[src/rtl/cda_pkg.sv]
// shared types, codes and calendar helpers for the date adder
package cda_pkg;

	// operation codes
	localparam logic [1:0] FUNC_DAY   = 2'd0;
	localparam logic [1:0] FUNC_WEEK  = 2'd1;
	localparam logic [1:0] FUNC_MONTH = 2'd2;

	// month numbers with special handling
	localparam logic [3:0] MON_JAN = 4'd1;
	localparam logic [3:0] MON_FEB = 4'd2;
	localparam logic [3:0] MON_DEC = 4'd12;

	// days in each month of a common year, January first
	localparam logic [4:0] MONTH_LEN [12] = '{
		5'd31, 5'd28, 5'd31, 5'd30, 5'd31, 5'd30,
		5'd31, 5'd31, 5'd30, 5'd31, 5'd30, 5'd31
	};

	localparam logic [4:0] FEB_LEAP   = 5'd29;
	localparam logic [4:0] FEB_COMMON = 5'd28;
	localparam logic [4:0] DAY_MAX    = 5'd31;
	localparam logic [5:0] WEEK_DAYS  = 6'd7;

	// 16-bit year divided by 100 as (year / 4) / 25:
	// q = ((y & ~3) * 5243) >> 19, exact for every 16-bit year
	localparam logic [12:0] RECIP_100  = 13'd5243;
	localparam int          RECIP_SHFT = 19;
	localparam logic [6:0]  CENT_LAST  = 7'd99;

	// commands from the controller to the datapath
	typedef struct packed {
		logic load;
		logic div;
		logic rem;
		logic clamp;
		logic step_day;
		logic step_week;
		logic step_month;
		logic out_load;
	} cda_cmd_t;

	// status from the datapath to the controller
	typedef struct packed {
		logic       cnt_zero;
		logic [1:0] func;
	} cda_sts_t;

	// length of a month, zero for a month number outside 1..12
	function automatic logic [4:0] month_days(input logic [3:0] month, input logic leap);
		logic [4:0] d;
		begin
			if (month == MON_FEB) begin
				d = leap ? FEB_LEAP : FEB_COMMON;
			end else if (month >= MON_JAN && month <= MON_DEC) begin
				d = MONTH_LEN[month - 4'd1];
			end else begin
				d = 5'd0;
			end
			return d;
		end
	endfunction

endpackage

[src/rtl/cda_if.sv]
// request and result channel interfaces of the date adder

// request channel: starting date, operation and repeat count
interface cda_req_if;
	logic        valid;
	logic        ready;
	logic [1:0]  func;
	logic [4:0]  day_in;
	logic [3:0]  month_in;
	logic [15:0] year_in;
	logic [14:0] count;

	modport source (output valid, output func, output day_in, output month_in,
		output year_in, output count, input ready);
	modport sink (input valid, input func, input day_in, input month_in,
		input year_in, input count, output ready);
endinterface

// result channel: advanced date
interface cda_rsp_if;
	logic        valid;
	logic        ready;
	logic [4:0]  day_out;
	logic [3:0]  month_out;
	logic [15:0] year_out;

	modport source (output valid, output day_out, output month_out, output year_out,
		input ready);
	modport sink (input valid, input day_out, input month_out, input year_out,
		output ready);
endinterface

[src/rtl/calendar_date_adder_top.sv]
// top level of the gregorian date adder
// One request at a time: a request is taken in the idle state and its result
// is written to an output register, which holds it until taken while the next
// request is already accepted. Setup states split the year by 100 (one
// reciprocal multiply, one back-multiply) and clamp the day; then the date step
// unit applies one day or one week per cycle for day and week operations until
// the count is used up, or a single month step, or no step for an unused code.
module calendar_date_adder_top (
	input logic      clk,
	input logic      arst_n,
	cda_req_if.sink  req,
	cda_rsp_if.source rsp
);

	cda_pkg::cda_cmd_t cmd;
	cda_pkg::cda_sts_t sts;

	// sequencing
	cda_ctrl u_ctrl (
		.clk       (clk),
		.arst_n    (arst_n),
		.in_valid  (req.valid),
		.in_ready  (req.ready),
		.out_valid (rsp.valid),
		.out_ready (rsp.ready),
		.cmd       (cmd),
		.sts       (sts)
	);

	// date registers and step logic
	cda_dp u_dp (
		.clk       (clk),
		.arst_n    (arst_n),
		.cmd       (cmd),
		.sts       (sts),
		.func      (req.func),
		.day_in    (req.day_in),
		.month_in  (req.month_in),
		.year_in   (req.year_in),
		.count     (req.count),
		.day_out   (rsp.day_out),
		.month_out (rsp.month_out),
		.year_out  (rsp.year_out)
	);

endmodule

[src/rtl/cda_dp.sv]
// datapath of the date adder: date registers, leap tracking, step logic, result register
module cda_dp (
	input  logic              clk,
	input  logic              arst_n,
	input  cda_pkg::cda_cmd_t cmd,
	output cda_pkg::cda_sts_t sts,
	input  logic [1:0]        func,
	input  logic [4:0]        day_in,
	input  logic [3:0]        month_in,
	input  logic [15:0]       year_in,
	input  logic [14:0]       count,
	output logic [4:0]        day_out,
	output logic [3:0]        month_out,
	output logic [15:0]       year_out
);

	logic [1:0]  func_q;
	logic [4:0]  day_q;
	logic [3:0]  month_q;
	logic [15:0] year_q;
	logic [14:0] cnt_q;
	logic [9:0]  quot_q;
	logic [6:0]  r100_q;
	logic [1:0]  c4_q;
	logic [4:0]  day_out_q;
	logic [3:0]  month_out_q;
	logic [15:0] year_out_q;

	logic        leap;
	logic [4:0]  len;
	logic [4:0]  feb_len;
	logic        dec;
	logic [3:0]  mon_inc;
	logic [5:0]  day_p7;
	logic [5:0]  day_wk;
	logic [28:0] prod;
	logic [15:0] cent_sub;
	logic [15:0] rem_full;
	logic [4:0]  day_nx;
	logic [3:0]  mon_nx;
	logic        yr_step;
	logic        stepping;
	logic [15:0] yr_inc;
	logic [6:0]  r100_nx;
	logic [1:0]  c4_nx;

	// leap flag from the year's remainders by 4, 100 and 400
	assign leap = ((year_q[1:0] == 2'd0) && (r100_q != 7'd0)) ||
		((r100_q == 7'd0) && (c4_q == 2'd0));

	// month lengths and neighbors of the current date
	assign len     = cda_pkg::month_days(month_q, leap);
	assign feb_len = leap ? cda_pkg::FEB_LEAP : cda_pkg::FEB_COMMON;
	assign dec     = (month_q == cda_pkg::MON_DEC);
	assign mon_inc = month_q + 4'd1;
	assign day_p7  = {1'b0, day_q} + cda_pkg::WEEK_DAYS;
	assign day_wk  = day_p7 - {1'b0, len};

	// year divided by 100 through the reciprocal, remainder by back-multiply
	assign prod     = {16'd0, cda_pkg::RECIP_100} * {13'd0, year_q[15:2], 2'b00};
	assign cent_sub = {6'd0, quot_q} * 16'd100;
	assign rem_full = year_q - cent_sub;

	// next year and its remainders when the date rolls into january
	assign yr_inc = year_q + 16'd1;
	always_comb begin
		if (year_q == 16'hFFFF) begin
			r100_nx = 7'd0;
			c4_nx   = 2'd0;
		end else if (r100_q == cda_pkg::CENT_LAST) begin
			r100_nx = 7'd0;
			c4_nx   = c4_q + 2'd1;
		end else begin
			r100_nx = r100_q + 7'd1;
			c4_nx   = c4_q;
		end
	end

	// one day, week or month step
	always_comb begin
		day_nx  = day_q;
		mon_nx  = month_q;
		yr_step = 1'b0;
		if (cmd.step_day) begin
			if (day_q >= len) begin
				day_nx  = 5'd1;
				mon_nx  = dec ? cda_pkg::MON_JAN : mon_inc;
				yr_step = dec;
			end else begin
				day_nx = day_q + 5'd1;
			end
		end else if (cmd.step_week) begin
			if (day_p7 > {1'b0, len}) begin
				day_nx  = day_wk[4:0];
				mon_nx  = dec ? cda_pkg::MON_JAN : mon_inc;
				yr_step = dec;
			end else begin
				day_nx = day_p7[4:0];
			end
		end else if (cmd.step_month) begin
			if (dec) begin
				mon_nx  = cda_pkg::MON_JAN;
				yr_step = 1'b1;
				if (day_q == len) begin
					day_nx = cda_pkg::DAY_MAX;
				end
			end else if (month_q == cda_pkg::MON_JAN) begin
				mon_nx = cda_pkg::MON_FEB;
				if (day_q > feb_len) begin
					day_nx = feb_len;
				end
			end else begin
				mon_nx = mon_inc;
				if (day_q == len) begin
					day_nx = cda_pkg::month_days(mon_inc, leap);
				end
			end
		end
	end

	assign stepping = cmd.step_day || cmd.step_week || cmd.step_month;

	// date, count and remainder registers
	always_ff @(posedge clk) begin
		if (cmd.load) begin
			func_q  <= func;
			day_q   <= (day_in == 5'd0) ? 5'd1 : day_in;
			month_q <= (month_in == 4'd0) ? cda_pkg::MON_JAN :
				((month_in > cda_pkg::MON_DEC) ? cda_pkg::MON_DEC : month_in);
			year_q  <= year_in;
			cnt_q   <= count;
		end
		if (cmd.div) begin
			quot_q <= prod[cda_pkg::RECIP_SHFT +: 10];
		end
		if (cmd.rem) begin
			r100_q <= rem_full[6:0];
			c4_q   <= quot_q[1:0];
		end
		if (cmd.clamp && (day_q > len)) begin
			day_q <= len;
		end
		if (stepping) begin
			day_q   <= day_nx;
			month_q <= mon_nx;
			if (yr_step) begin
				year_q <= yr_inc;
				r100_q <= r100_nx;
				c4_q   <= c4_nx;
			end
		end
		if (cmd.step_day || cmd.step_week) begin
			cnt_q <= cnt_q - 15'd1;
		end
	end

	// result register
	always_ff @(posedge clk) begin
		if (cmd.out_load) begin
			day_out_q   <= day_q;
			month_out_q <= month_q;
			year_out_q  <= year_q;
		end
	end

	assign sts.cnt_zero = (cnt_q == 15'd0);
	assign sts.func     = func_q;
	assign day_out      = day_out_q;
	assign month_out    = month_out_q;
	assign year_out     = year_out_q;

	// the date stays a legal date while it is being stepped
	a_day_legal: assert property (@(posedge clk) disable iff (!arst_n)
		stepping |-> (day_q >= 5'd1) && (day_q <= len))
		else $error("day outside its month during a step");
	a_month_legal: assert property (@(posedge clk) disable iff (!arst_n)
		stepping |-> (month_q >= cda_pkg::MON_JAN) && (month_q <= cda_pkg::MON_DEC))
		else $error("month out of range during a step");
	a_rem_legal: assert property (@(posedge clk) disable iff (!arst_n)
		stepping |-> (r100_q <= cda_pkg::CENT_LAST))
		else $error("year remainder by 100 out of range");

endmodule

[src/rtl/cda_ctrl.sv]
// controller of the date adder: sequencing and handshakes
module cda_ctrl (
	input  logic              clk,
	input  logic              arst_n,
	input  logic              in_valid,
	output logic              in_ready,
	output logic              out_valid,
	input  logic              out_ready,
	output cda_pkg::cda_cmd_t cmd,
	input  cda_pkg::cda_sts_t sts
);

	localparam logic [2:0] ST_IDLE  = 3'd0;
	localparam logic [2:0] ST_DIV   = 3'd1;
	localparam logic [2:0] ST_REM   = 3'd2;
	localparam logic [2:0] ST_CLAMP = 3'd3;
	localparam logic [2:0] ST_RUN   = 3'd4;
	localparam logic [2:0] ST_FIN   = 3'd5;

	logic [2:0] state_q;
	logic [2:0] state_nx;
	logic       out_valid_q;
	logic       out_free;

	assign out_free = !out_valid_q || out_ready;

	// next state and commands
	always_comb begin
		state_nx = state_q;
		cmd      = '0;
		in_ready = 1'b0;
		case (state_q)
			ST_IDLE: begin
				in_ready = 1'b1;
				if (in_valid) begin
					cmd.load = 1'b1;
					state_nx = ST_DIV;
				end
			end
			ST_DIV: begin
				cmd.div  = 1'b1;
				state_nx = ST_REM;
			end
			ST_REM: begin
				cmd.rem  = 1'b1;
				state_nx = ST_CLAMP;
			end
			ST_CLAMP: begin
				cmd.clamp = 1'b1;
				state_nx  = ST_RUN;
			end
			ST_RUN: begin
				if (sts.func == cda_pkg::FUNC_DAY && !sts.cnt_zero) begin
					cmd.step_day = 1'b1;
				end else if (sts.func == cda_pkg::FUNC_WEEK && !sts.cnt_zero) begin
					cmd.step_week = 1'b1;
				end else if (sts.func == cda_pkg::FUNC_MONTH) begin
					cmd.step_month = 1'b1;
					state_nx       = ST_FIN;
				end else begin
					state_nx = ST_FIN;
				end
			end
			ST_FIN: begin
				if (out_free) begin
					cmd.out_load = 1'b1;
					state_nx     = ST_IDLE;
				end
			end
			default: begin
				state_nx = ST_IDLE;
			end
		endcase
	end

	// state register
	always_ff @(posedge clk or negedge arst_n) begin
		if (!arst_n) begin
			state_q <= ST_IDLE;
		end else begin
			state_q <= state_nx;
		end
	end

	// result valid flag
	always_ff @(posedge clk or negedge arst_n) begin
		if (!arst_n) begin
			out_valid_q <= 1'b0;
		end else if (cmd.out_load) begin
			out_valid_q <= 1'b1;
		end else if (out_ready) begin
			out_valid_q <= 1'b0;
		end
	end

	assign out_valid = out_valid_q;

	// an accepted request starts the year split
	a_accept_div: assert property (@(posedge clk) disable iff (!arst_n)
		(in_valid && in_ready) |=> (state_q == ST_DIV))
		else $error("accepted request did not start processing");
	// a finished date reaches the result register once that register is free
	a_fin_out: assert property (@(posedge clk) disable iff (!arst_n)
		(state_q == ST_FIN && out_free) |=> (out_valid_q && state_q == ST_IDLE))
		else $error("finished date not presented");
	// a month step is a single step
	a_month_once: assert property (@(posedge clk) disable iff (!arst_n)
		cmd.step_month |=> (state_q == ST_FIN))
		else $error("month step repeated");

endmodule
[src/flat_wrapper.sv]
// flat-port wrapper written by rule: the top's interface ports become plain ports
module calendar_date_adder_top_flat 
  (clk, arst_n, req_valid, req_func, req_day_in, req_month_in, req_year_in, req_count, req_ready, rsp_valid, rsp_day_out, rsp_month_out, rsp_year_out, rsp_ready);
  cda_req_if req_i ();
  cda_rsp_if rsp_i ();
  input logic clk;
  input logic arst_n;
  input wire logic [$bits(req_i.valid)-1:0] req_valid;
  input wire logic [$bits(req_i.func)-1:0] req_func;
  input wire logic [$bits(req_i.day_in)-1:0] req_day_in;
  input wire logic [$bits(req_i.month_in)-1:0] req_month_in;
  input wire logic [$bits(req_i.year_in)-1:0] req_year_in;
  input wire logic [$bits(req_i.count)-1:0] req_count;
  output wire logic [$bits(req_i.ready)-1:0] req_ready;
  output wire logic [$bits(rsp_i.valid)-1:0] rsp_valid;
  output wire logic [$bits(rsp_i.day_out)-1:0] rsp_day_out;
  output wire logic [$bits(rsp_i.month_out)-1:0] rsp_month_out;
  output wire logic [$bits(rsp_i.year_out)-1:0] rsp_year_out;
  input wire logic [$bits(rsp_i.ready)-1:0] rsp_ready;
  assign req_i.valid = req_valid;
  assign req_i.func = req_func;
  assign req_i.day_in = req_day_in;
  assign req_i.month_in = req_month_in;
  assign req_i.year_in = req_year_in;
  assign req_i.count = req_count;
  assign req_ready = req_i.ready;
  assign rsp_valid = rsp_i.valid;
  assign rsp_day_out = rsp_i.day_out;
  assign rsp_month_out = rsp_i.month_out;
  assign rsp_year_out = rsp_i.year_out;
  assign rsp_i.ready = rsp_ready;
  calendar_date_adder_top u_core (.clk(clk), .arst_n(arst_n), .req(req_i), .rsp(rsp_i));
endmodule
[config.mk]
export PLATFORM = sky130hd
export DESIGN_NAME = calendar_date_adder_top_flat
export DESIGN_NICKNAME = d
export VERILOG_FILES = /design/src/rtl/cda_pkg.sv /design/src/rtl/cda_if.sv /design/src/rtl/calendar_date_adder_top.sv /design/src/rtl/cda_dp.sv /design/src/rtl/cda_ctrl.sv /design/src/flat_wrapper.sv
export SDC_FILE = /design/constraint.sdc
export NUM_CORES = 1
export LEC_CHECK = 0
export BUFFER_PORTS_ARGS = -buffer_cell sky130_fd_sc_hd__buf_2
export CORE_MARGIN = 10
export CORE_UTILIZATION = 40
export DETAILED_ROUTE_END_ITERATION = 7
export SETUP_SLACK_MARGIN = 0.2
export SYNTH_ARGS = -nofsm -noshare
export SYNTH_HDL_FRONTEND = slang
export SYNTH_HIERARCHICAL = 1
export SYNTH_SLANG_ARGS = --single-unit
[constraint.sdc]
create_clock -name clk -period 7.5 [get_ports clk]
set_clock_uncertainty 0.1 [all_clocks]
set_input_delay 1.5 -clock clk [delete_from_list [all_inputs] [get_ports clk]]
set_output_delay 1.5 -clock clk [all_outputs]
set_load 0.01 [all_outputs]
Word level (Yosys, flattened, before mapping)

Memory sizes are Yosys's and may differ from the RTL's.
Cells that the tools add are included.

Memories kept: 2
ROM bits: 160
Register bits: 90

Equal/unequal tests: 25
Reduce and logical (&&, ||, !) cells: 29
$lt $le $gt $ge: 11
Bitwise operators: 2
Multiply operators: 2
Muxes and demuxes: 77
$add $sub $neg: 11

Memories:

| memory          | depth | width | rd ports | clocked after Yosys merged registers in | write ports | line          | source |
|---|---|---|---|---|---|---|---|
| (no name shown) | 16    | 5     | 1        | 0                                       | 0           | cda_pkg.sv:56 | `d = MONTH_LEN[month - 4'd1];` |
| (no name shown) | 16    | 5     | 1        | 0                                       | 0           | cda_pkg.sv:56 |  |

Operators with widths:

| kind                                                               | number |
|---|---|
| 2-to-1 mux 5 bit                                                   | 22 |
| 2-to-1 mux 16 bit                                                  | 3 |
| 2-to-1 mux 4 bit                                                   | 12 |
| 2-to-1 mux 7 bit                                                   | 5 |
| 2-to-1 mux 15 bit                                                  | 2 |
| multiplier 13 x 14 -> 27 bit (first input constant)                | 1 |
| 2-to-1 mux 1 bit                                                   | 21 |
| case mux 3 bit (6 select lines)                                    | 1 |
| adder 16 x 1 -> 16 bit (second input constant)                     | 1 |
| == test 16 bit (second input constant)                             | 1 |
| zero test 15 bit                                                   | 1 |
| 2-to-1 mux 3 bit                                                   | 5 |
| subtractor 15 x 1 -> 15 bit (second input constant)                | 1 |
| 2-to-1 mux 2 bit                                                   | 6 |
| greater-or-equal comparator 5 bit (second input constant)          | 2 |
| > comparator 5 bit                                                 | 2 |
| multiplier 10 x 5 -> 5 bit (second input constant)                 | 1 |
| NOT 4 -> 5 bit                                                     | 2 |
| == test 4 x 2 -> 1 bit (second input constant)                     | 2 |
| greater-or-equal comparator 4 x 1 -> 1 bit (second input constant) | 2 |
| less-or-equal comparator 4 bit (second input constant)             | 2 |
| inequality test 2 bit (second input constant)                      | 4 |
| AND reduction 4 bit                                                | 2 |
| subtractor 4 x 1 -> 4 bit (second input constant)                  | 2 |
| other kinds (38)                                                   | 54 |

Longest topological paths before layout

Gate-level depths: netlist of the first run.

Depth in word-level cells: 15
Gate-level depth with buffers: 19
Mapped depth without buffers: 16

By module

The synthesis of the first run kept the hierarchy.

By module, submodules not included:

| module   | area an instance (um2) | cells an instance | sequential area each (um2) | times used |
|---|---|---|---|---|
| cda_dp   | 8257.9                 | 833               | 2202.1                     | 1 |
| cda_ctrl | 257.7                  | 27                | 100.1                      | 1 |

Least setup slack after synthesis of the first run

Ideal clock, no wire load.

Kind: register -> register
Start point: reg u_core.u_dp.year_q[13]
End point: reg u_core.u_dp.quot_q[1], data pin
Buffers on the path: 0
Arrival time: 4212 ps
Slack: 2929 ps
Cell stages (with the launch flop): 15
Library setup time: 259 ps
Cells stage by stage: dfxtp_1 > ha_1 > fa_1 > fa_1 > fa_1 > inv_1 > fa_1 > inv_1 > ha_1 > nand3_1 > nor3_1 > o211ai_1 > a311oi_1 > o21ai_0 > o31a_1

Word-level cells in the longest chain between the ends: 1

Ends and longest elaborated chain:

| item                         | line          | source |
|---|---|---|
| from (decl)                  | cda_dp.sv:20  | `logic [15:0] year_q;` |
| from (signal assigned)       | cda_dp.sv:130 | `year_q <= year_in;` |
| from (signal assigned)       | cda_dp.sv:147 | `year_q <= yr_inc;` |
| multiplier 13 x 14 -> 27 bit | cda_dp.sv:60  | `assign prod = {16'd0, cda_pkg::RECIP_100} * {13'd0, year_q[15:2], 2'b00};` |
| via u_core.u_dp.prod[20]     | cda_dp.sv:36  | `logic [28:0] prod;` |
| to (signal assigned)         | cda_dp.sv:134 | `quot_q <= prod[cda_pkg::RECIP_SHFT +: 10];` |
| to (decl)                    | cda_dp.sv:22  | `logic [9:0] quot_q;` |

The timed path passes the listed nets, and every way through them passes these cells.
A chain may end at the register's enable or synchronous reset.

Final worst setup path of the first run

Start point: reg u_core.u_dp.month_q[1]
End point: reg u_core.u_dp.year_q[3]

Word-level cells in the longest chain between the ends: 13
Elaborated cells on any way between the ends: 22
Classes of those cells: add/sub (1); order compare (4); eq/ne (2); mux (12); bitwise (1); reduce/logical (1); memory (1)

Ends and longest elaborated chain:

| item                                                | line          | source |
|---|---|---|
| from (decl)                                         | cda_dp.sv:19  | `logic [3:0] month_q;` |
| from (signal assigned)                              | cda_dp.sv:128 | `month_q <= (month_in == 4'd0) ? cda_pkg::MON_JAN :` |
| from (signal assigned)                              | cda_dp.sv:145 | `month_q <= mon_nx;` |
| subtractor 4 x 1 -> 4 bit                           | cda_pkg.sv:56 |  |
| NOT 4 -> 5 bit (not written as such)                | cda_pkg.sv:56 |  |
| memory (16 x 5 bit)                                 | --            |  |
| 2-to-1 mux 5 bit (not written as such) (2 in a row) | cda_pkg.sv:56 |  |
| 2-to-1 mux 5 bit                                    | cda_pkg.sv:55 | `end else if (month >= MON_JAN && month <= MON_DEC) begin` |
| 2-to-1 mux 5 bit                                    | cda_pkg.sv:53 | `if (month == MON_FEB) begin` |
| > comparator 6 x 5 -> 1 bit                         | cda_dp.sv:93  | `if (day_p7 > {1'b0, len}) begin` |
| 2-to-1 mux 1 bit                                    | cda_dp.sv:93  |  |
| 2-to-1 mux 1 bit                                    | cda_dp.sv:92  | `end else if (cmd.step_week) begin` |
| 2-to-1 mux 1 bit *                                  | cda_dp.sv:84  | `if (cmd.step_day) begin` |
| 2-to-1 mux 16 bit *                                 | cda_dp.sv:146 | `if (yr_step) begin` |
| 2-to-1 mux 16 bit *                                 | cda_dp.sv:143 | `if (stepping) begin` |

Every way passes the cells marked *; elsewhere a longest branch is shown, timed or not. The select of a mux whose other input is x is not followed.

==> flow_metrics.tcl, run 1 <==
set metrics [dict create \
    synth_area_leaders "edfxtp_1 20%, ha_1 17%, fa_1 15%" \
    whs_path_depth 1 \
    clockRootBuffer "clkbuf_16" \
    ys_async_sr_fraction_pct 4.71 \
    min_path_type "reg2reg" \
    critPathCaptureType "flip-flop" \
    dieArea_um2 27500 \
    die_w_um 166 \
    setup_viol 0 \
    grt.overflow.total 0 \
    post_cts_buffers 0 \
    vias 6262 \
    grt_use_total_pct 14.8 \
    ys_seq_area_share_pct 27.0 \
    post-synth-top-area-fraction_pct 20.5 \
    r2r_slack_ns 2.28 \
    htreeDepth 3 \
    syn_to_final_growth_pct 10.3 \
    grt_max_degree 54 \
    setup.worst_path.class "reg2reg" \
    synth_edf_count 58 \
    drt-initial-drc-count 453 \
    period_minus_slack_ns 5.22 \
    ctsHoldBuffers 0 \
    synth_seq_cells 85 \
    syn-num-nets 1089 \
    yosysWarnings 6 \
    clkTransAtPathRegs_ns 0.07 \
    ys.flop_type "edfxtp_1" \
    synthCells 860 \
    r2r-end "u_core/u_dp/year_q[3]$_DFF_P_" \
    cp_data_arrival_time_ns 5.37 \
    grt_pass1_vias 6183 \
    rsz0062_at_grt "false" \
    routed_wire_length_per_instance_um 16.8 \
    clk_path_buf_depth 2 \
    detail-route-antenna-nets 0 \
    crit_chain "inv_1 -> ha_1 -> or4b_2 -> o21ai_0 -> a211oi_1 -> a32o_1 -> ha_1 -> inv_1 -> fa_1 -> a21o_1 -> a211oi_2 -> o21bai_4 -> a211o_2 -> mux2_2 -> o221a_2" \
    critPathMaxStageDelay_ns 0.82 \
    cts_tree "done" \
    drc 0 \
    antenna_cells 0 \
    finalHoldViolCount 0 \
    syn_area_per_cell_um2 9.90 \
    place.gp.congestion 0.874 \
    die_y_um 166 \
    fin_crit_sh_pct 69.6 \
    min_from "u_core/u_dp/r100_q[0]$_DFF_P_" \
    cap_violations 0 \
    vias_per_cell 5.21 \
    clkLatencyLatePin_ns 0.35 \
    crit_fanout 53 \
    layout-drive-gt1-share_pct 13.3 \
    outcome "complete, no violations" \
    worst_slew_pin_slew_ns 1.00 \
    rows 53 \
    r2r-start "u_core/u_dp/month_q[1]$_DFFE_PP_" \
    layout.nets 1151 \
    fmax_mhz 191 \
    portBuffers 72 \
    slew_viol_final 0 \
    clock_sinks 85 \
    synth.cell_area_um2 8520 \
    hold_path_end "u_core/u_dp/r100_q[0]$_DFF_P_" \
    required_ns 7.64 \
    dp_hpwl_um 16200 \
    slew_headroom_pct 32.9 \
    worstSetupStartpointType "flip-flop" \
    crit_slowest_cell "a211o_2" \
    synth.most_common_cell "inv_1" \
    drt-total-wl_um 20200 \
    synth_top_area_cell "edfxtp_1" \
    dr.pass1.iters 4 \
    coreArea_um2 21000 \
    synth_common_cells "156 x inv_1, 119 x ha_1, 64 x fa_1" \
    grt_antenna_before_repair 0 \
    num_io_pins 73 \
    post_cts_resized 0 \
    numCtsBuffers 9 \
    rr_worst_depth 15 \
    grt_pass1_wl_um 33600 \
    synth_cell_types 75 \
    initial_core_util_pct 40.6 \
    tns_ns 0 \
]
worst max-delay path by stage:
stage                                     startpoint  slack (ns)                              end  depth (start not counted)
global placement    u_core/u_dp/month_q[1]$_DFFE_PP_        2.33    u_core/u_dp/year_q[6]$_DFF_P_                         15
detailed placement    u_core/u_dp/year_q[13]$_DFF_P_        2.31  u_core/u_dp/quot_q[1]$_DFFE_PP_                         16
CTS                   u_core/u_dp/year_q[13]$_DFF_P_        2.28  u_core/u_dp/quot_q[2]$_DFFE_PP_                         16
global route           u_core/u_dp/year_q[6]$_DFF_P_        1.89  u_core/u_dp/quot_q[2]$_DFFE_PP_                         16
floorplan             u_core/u_dp/year_q[13]$_DFF_P_        2.93  u_core/u_dp/quot_q[1]$_DFFE_PP_                         14
finish              u_core/u_dp/month_q[1]$_DFFE_PP_        2.28    u_core/u_dp/year_q[3]$_DFF_P_                         15
cells in the final DEF, fill, tap and decap left out, types with 27 or more instances in the layout:
master,count
buf_2,72
inv_1,156
o21ai_0,41
nand2_1,58
edfxtp_1,58
nor2_1,34
ha_1,119
fa_1,64
nand3_1,29
xnor2_1,27
kinds of logic after synthesis:
logic type	Yosys count	share of synthesized area (%)
multiplexers	28	3.69
AO/OA/AOI/OAI	145	12.0
XOR/XNOR	39	4.01
buffers and inverters	179	8.35
AND/OR/NAND/NOR	201	12.4
adder cells (fa/ha/maj)	183	32.5
flip-flops	85	27.0
sequential cells by signal, indices dropped and copies added, names as in the netlist, 3 cells and up:
name                   count
u_core/u_dp/cnt_q         15
u_core/u_dp/month_q        4
u_core/u_dp/day_out        5
u_core/u_dp/year_q        16
u_core/u_dp/month_out      4
u_core/u_dp/year_out      16
u_core/u_dp/r100_q         7
u_core/u_dp/day_q          5
u_core/u_dp/quot_q         5
u_core/u_ctrl/state_q      3
area by class of cell:
class                           count  area (µm²)
Tap cell                          275         344
Fill cell                        2058       11600
Clock buffer                        9         225
Timing Repair Buffer               74         375
Sequential cell                    85        2300
Inverter                          156         586
Clock inverter                      7        57.6
Multi-Input combinational cell    596        5510
stage by stage:
stage	instance area, µm²	hold slack [ns]	std cells	util [%]	setup WS [ns]
3_3_place_gp	9110	0.378	1186	43.5	2.33
4_1_cts	9400	0.406	1202	44.8	2.28
5_1_grt	9400	0.448	1202	44.8	1.89
3_5_place_dp	9110	0.390	1186	43.5	2.31
2_1_floorplan	8520	0.340	860	-	2.93
6_report	9400	0.413	1202	44.8	2.28
critical path, delay by kind of cell, from the launching register on:
family | cells | cell delay [ns]
AOI/OAI and AO/OA | 8 | 2.23
adders and majority gates | 3 | 0.75
buffers and inverters | 2 | 0.32
DFF | 1 | 0.64
muxes | 1 | 0.42
and+or+nand+nor | 1 | 0.62
layer usage:
metal  global-route usage [%]  up-vias  share of wire [%]
li1                         -     3093                  -
met1                     21.1     3053                 50
met2                     23.2      108                 46
met3                     2.25        8                3.6
met4                     3.27        0               0.75
met5                        0        -                  0
Power of run 1 is not shown: default switching activity piles up to over one toggle a cycle in this logic, so the estimate is an artifact.
==> inputs of run 2 (changes only) <==
Clock period 7.5 ns to 5.5 ns, I/O delays scaled along.
==> run 2 against run 1 <==
  * Sequential share of layout area is 0.30 points lower
  * Register-to-register slack worse by 1.7 ns
  * Flip-flop and latch count stayed put
  * Final cell count is 1.4% higher
  * Fmax is 6.7% higher
  * Design area is 1.3% higher
  * Die area stayed put
  * Critical path depth is 1 lower
  * Critical endpoint is now u_core/u_dp/quot_q[2]$_DFFE_PP_
==> flow_metrics.tcl, run 2 (synthesis gave the netlist of run 1 again) <==
set metrics [dict create \
    outcome "complete, no violations" \
    post_cts_resized 0 \
    setup.worst_path.class "reg2reg" \
    die_w_um 166 \
    drc 0 \
    layout.nets 1168 \
    fin_crit_sh_pct 89.0 \
    grt.overflow.total 0 \
    use_met2_pct 24.5 \
    place.gp.congestion 0.873 \
    required_ns 5.49 \
    final_cell_mix "156 x inv_1, 119 x ha_1, 72 x buf_2" \
    antenna_cells 0 \
    routed_wire_length_per_instance_um 16.8 \
    initial_core_util_pct 40.6 \
    final_common_cell "inv_1" \
    cp_data_arrival_time_ns 4.88 \
    grt_max_degree 54 \
    tns_ns 0 \
    worst_slew_pin_slew_ns 0.870 \
    grt_use_total_pct 15.1 \
    dp.cells 1203 \
    cap_violations 0 \
    fmax_mhz 204 \
    grt_pass1_vias 6388 \
    fin_hold_ws_ns 0.402 \
    rsz0062_at_grt "false" \
    rows 53 \
    drt-total-wl_um 20400 \
    dr.pass1.iters 7 \
    post_cts_buffers 0 \
    layout-drive-gt1-share_pct 14.7 \
    crit_slowest_cell "fa_1" \
    crit_fanout 7 \
    critPathCaptureType "flip-flop" \
    period_minus_slack_ns 4.89 \
    finalHoldViolCount 0 \
    clkTransAtPathRegs_ns 0.07 \
    drt-initial-drc-count 422 \
    crit_chain "ha_1 -> fa_1 -> fa_1 -> ha_1 -> inv_1 -> fa_1 -> inv_1 -> ha_1 -> a2111oi_0 -> o221ai_1 -> o211ai_1 -> a311oi_1 -> o21ai_0 -> a31oi_1" \
    slew_viol_final 0 \
    vias 6264 \
    cts_tree "done" \
    timing.final.ws_setup_ns 0.605 \
    syn_to_final_growth_pct 11.8 \
    grt_pass1_wl_um 34300 \
    clock_sinks 85 \
    grt_antenna_before_repair 0 \
    die_y_um 166 \
    clockRootBuffer "clkbuf_16" \
    portBuffers 72 \
    clkLatencyLatePin_ns 0.35 \
    use_met3_pct 2.34 \
    stdcell_count 1219 \
    vias_per_cell 5.14 \
    min_path_type "reg2reg" \
    num_io_pins 73 \
    clk_path_buf_depth 2 \
    numCtsBuffers 9 \
    slew_headroom_pct 41.9 \
    ctsHoldBuffers 0 \
    worstSetupStartpointType "flip-flop" \
    pre_cts_slack_ns 0.542 \
    nFillCells 2042 \
    dp_hpwl_um 16400 \
    critPathMaxStageDelay_ns 0.55 \
    detail-route-antenna-nets 0 \
    setup_viol 0 \
    htreeDepth 3 \
    dieArea_um2 27500 \
    coreArea_um2 21000 \
    grt_busiest_layer "met2" \
    use_met1_pct 20.6 \
]
## run 2: changes by cell type in the layout (fill, tap and decap cells not counted)
cell / previous run / this run
buf_12: 0 / 1
buf_4: 2 / 18
clkbuf_1: 0 / 3
clkinv_1: 1 / 0
clkinv_2: 1 / 2
clkinvlp_4: 0 / 1
dfxtp_1: 23 / 22
dfxtp_2: 0 / 1
inv_6: 2 / 0
inv_8: 2 / 0
## run 2: routing by layer
metal,vias up,wire length (µm)
met2,121,9490
met5,-,0
li1,3125,-
met3,18,761
met4,0,295
met1,3000,9900
## run 2: worst max-delay path: cells and delay by family (launching register included)
family / cells / cell delay (ns)
compound gates: 6 / 1.42
fa+ha+maj: 6 / 2.47
buf+inv: 2 / 0.10
flops: 1 / 0.54
## run 2: worst paths after layout
check                      slack [ns]  cells after the start                           start                                    to
setup / recovery                 0.61                     14  u_core/u_dp/year_q[11]$_DFF_P_       u_core/u_dp/quot_q[2]$_DFFE_PP_
hold reg to reg                  0.40                      1   u_core/u_dp/r100_q[0]$_DFF_P_         u_core/u_dp/r100_q[0]$_DFF_P_
min in group asynchronous        0.45                      1                          arst_n  u_core/u_ctrl/state_q[1]$_DFFE_PN0P_
max in group asynchronous        4.71                      1                          arst_n  u_core/u_ctrl/state_q[0]$_DFFE_PN0P_
hold / removal                   0.40                      1   u_core/u_dp/r100_q[0]$_DFF_P_         u_core/u_dp/r100_q[0]$_DFF_P_
setup reg to reg                 0.61                     14  u_core/u_dp/year_q[11]$_DFF_P_       u_core/u_dp/quot_q[2]$_DFFE_PP_
## run 2: area by class of cell
cell class | count | area [µm²] | share of cell area, %
clock buffers | 12 | 236 | 2.48
clock inverters | 4 | 26.3 | 0.276
inverters | 156 | 586 | 6.15
multi-input cells | 596 | 5510 | 57.9
flip-flops and latches | 85 | 2300 | 24.2
well taps | 275 | 344 | 3.62
repair buffers | 91 | 515 | 5.42
## run 2: stage by stage
step	instance area, µm²	util (%)
6_report	9520	45.4
5_1_grt	9520	45.4
4_1_cts	9520	45.4
3_5_place_dp	9250	44.2
3_3_place_gp	9250	44.2
2_1_floorplan	8520	-
Power of run 2 is left out for the same reason.
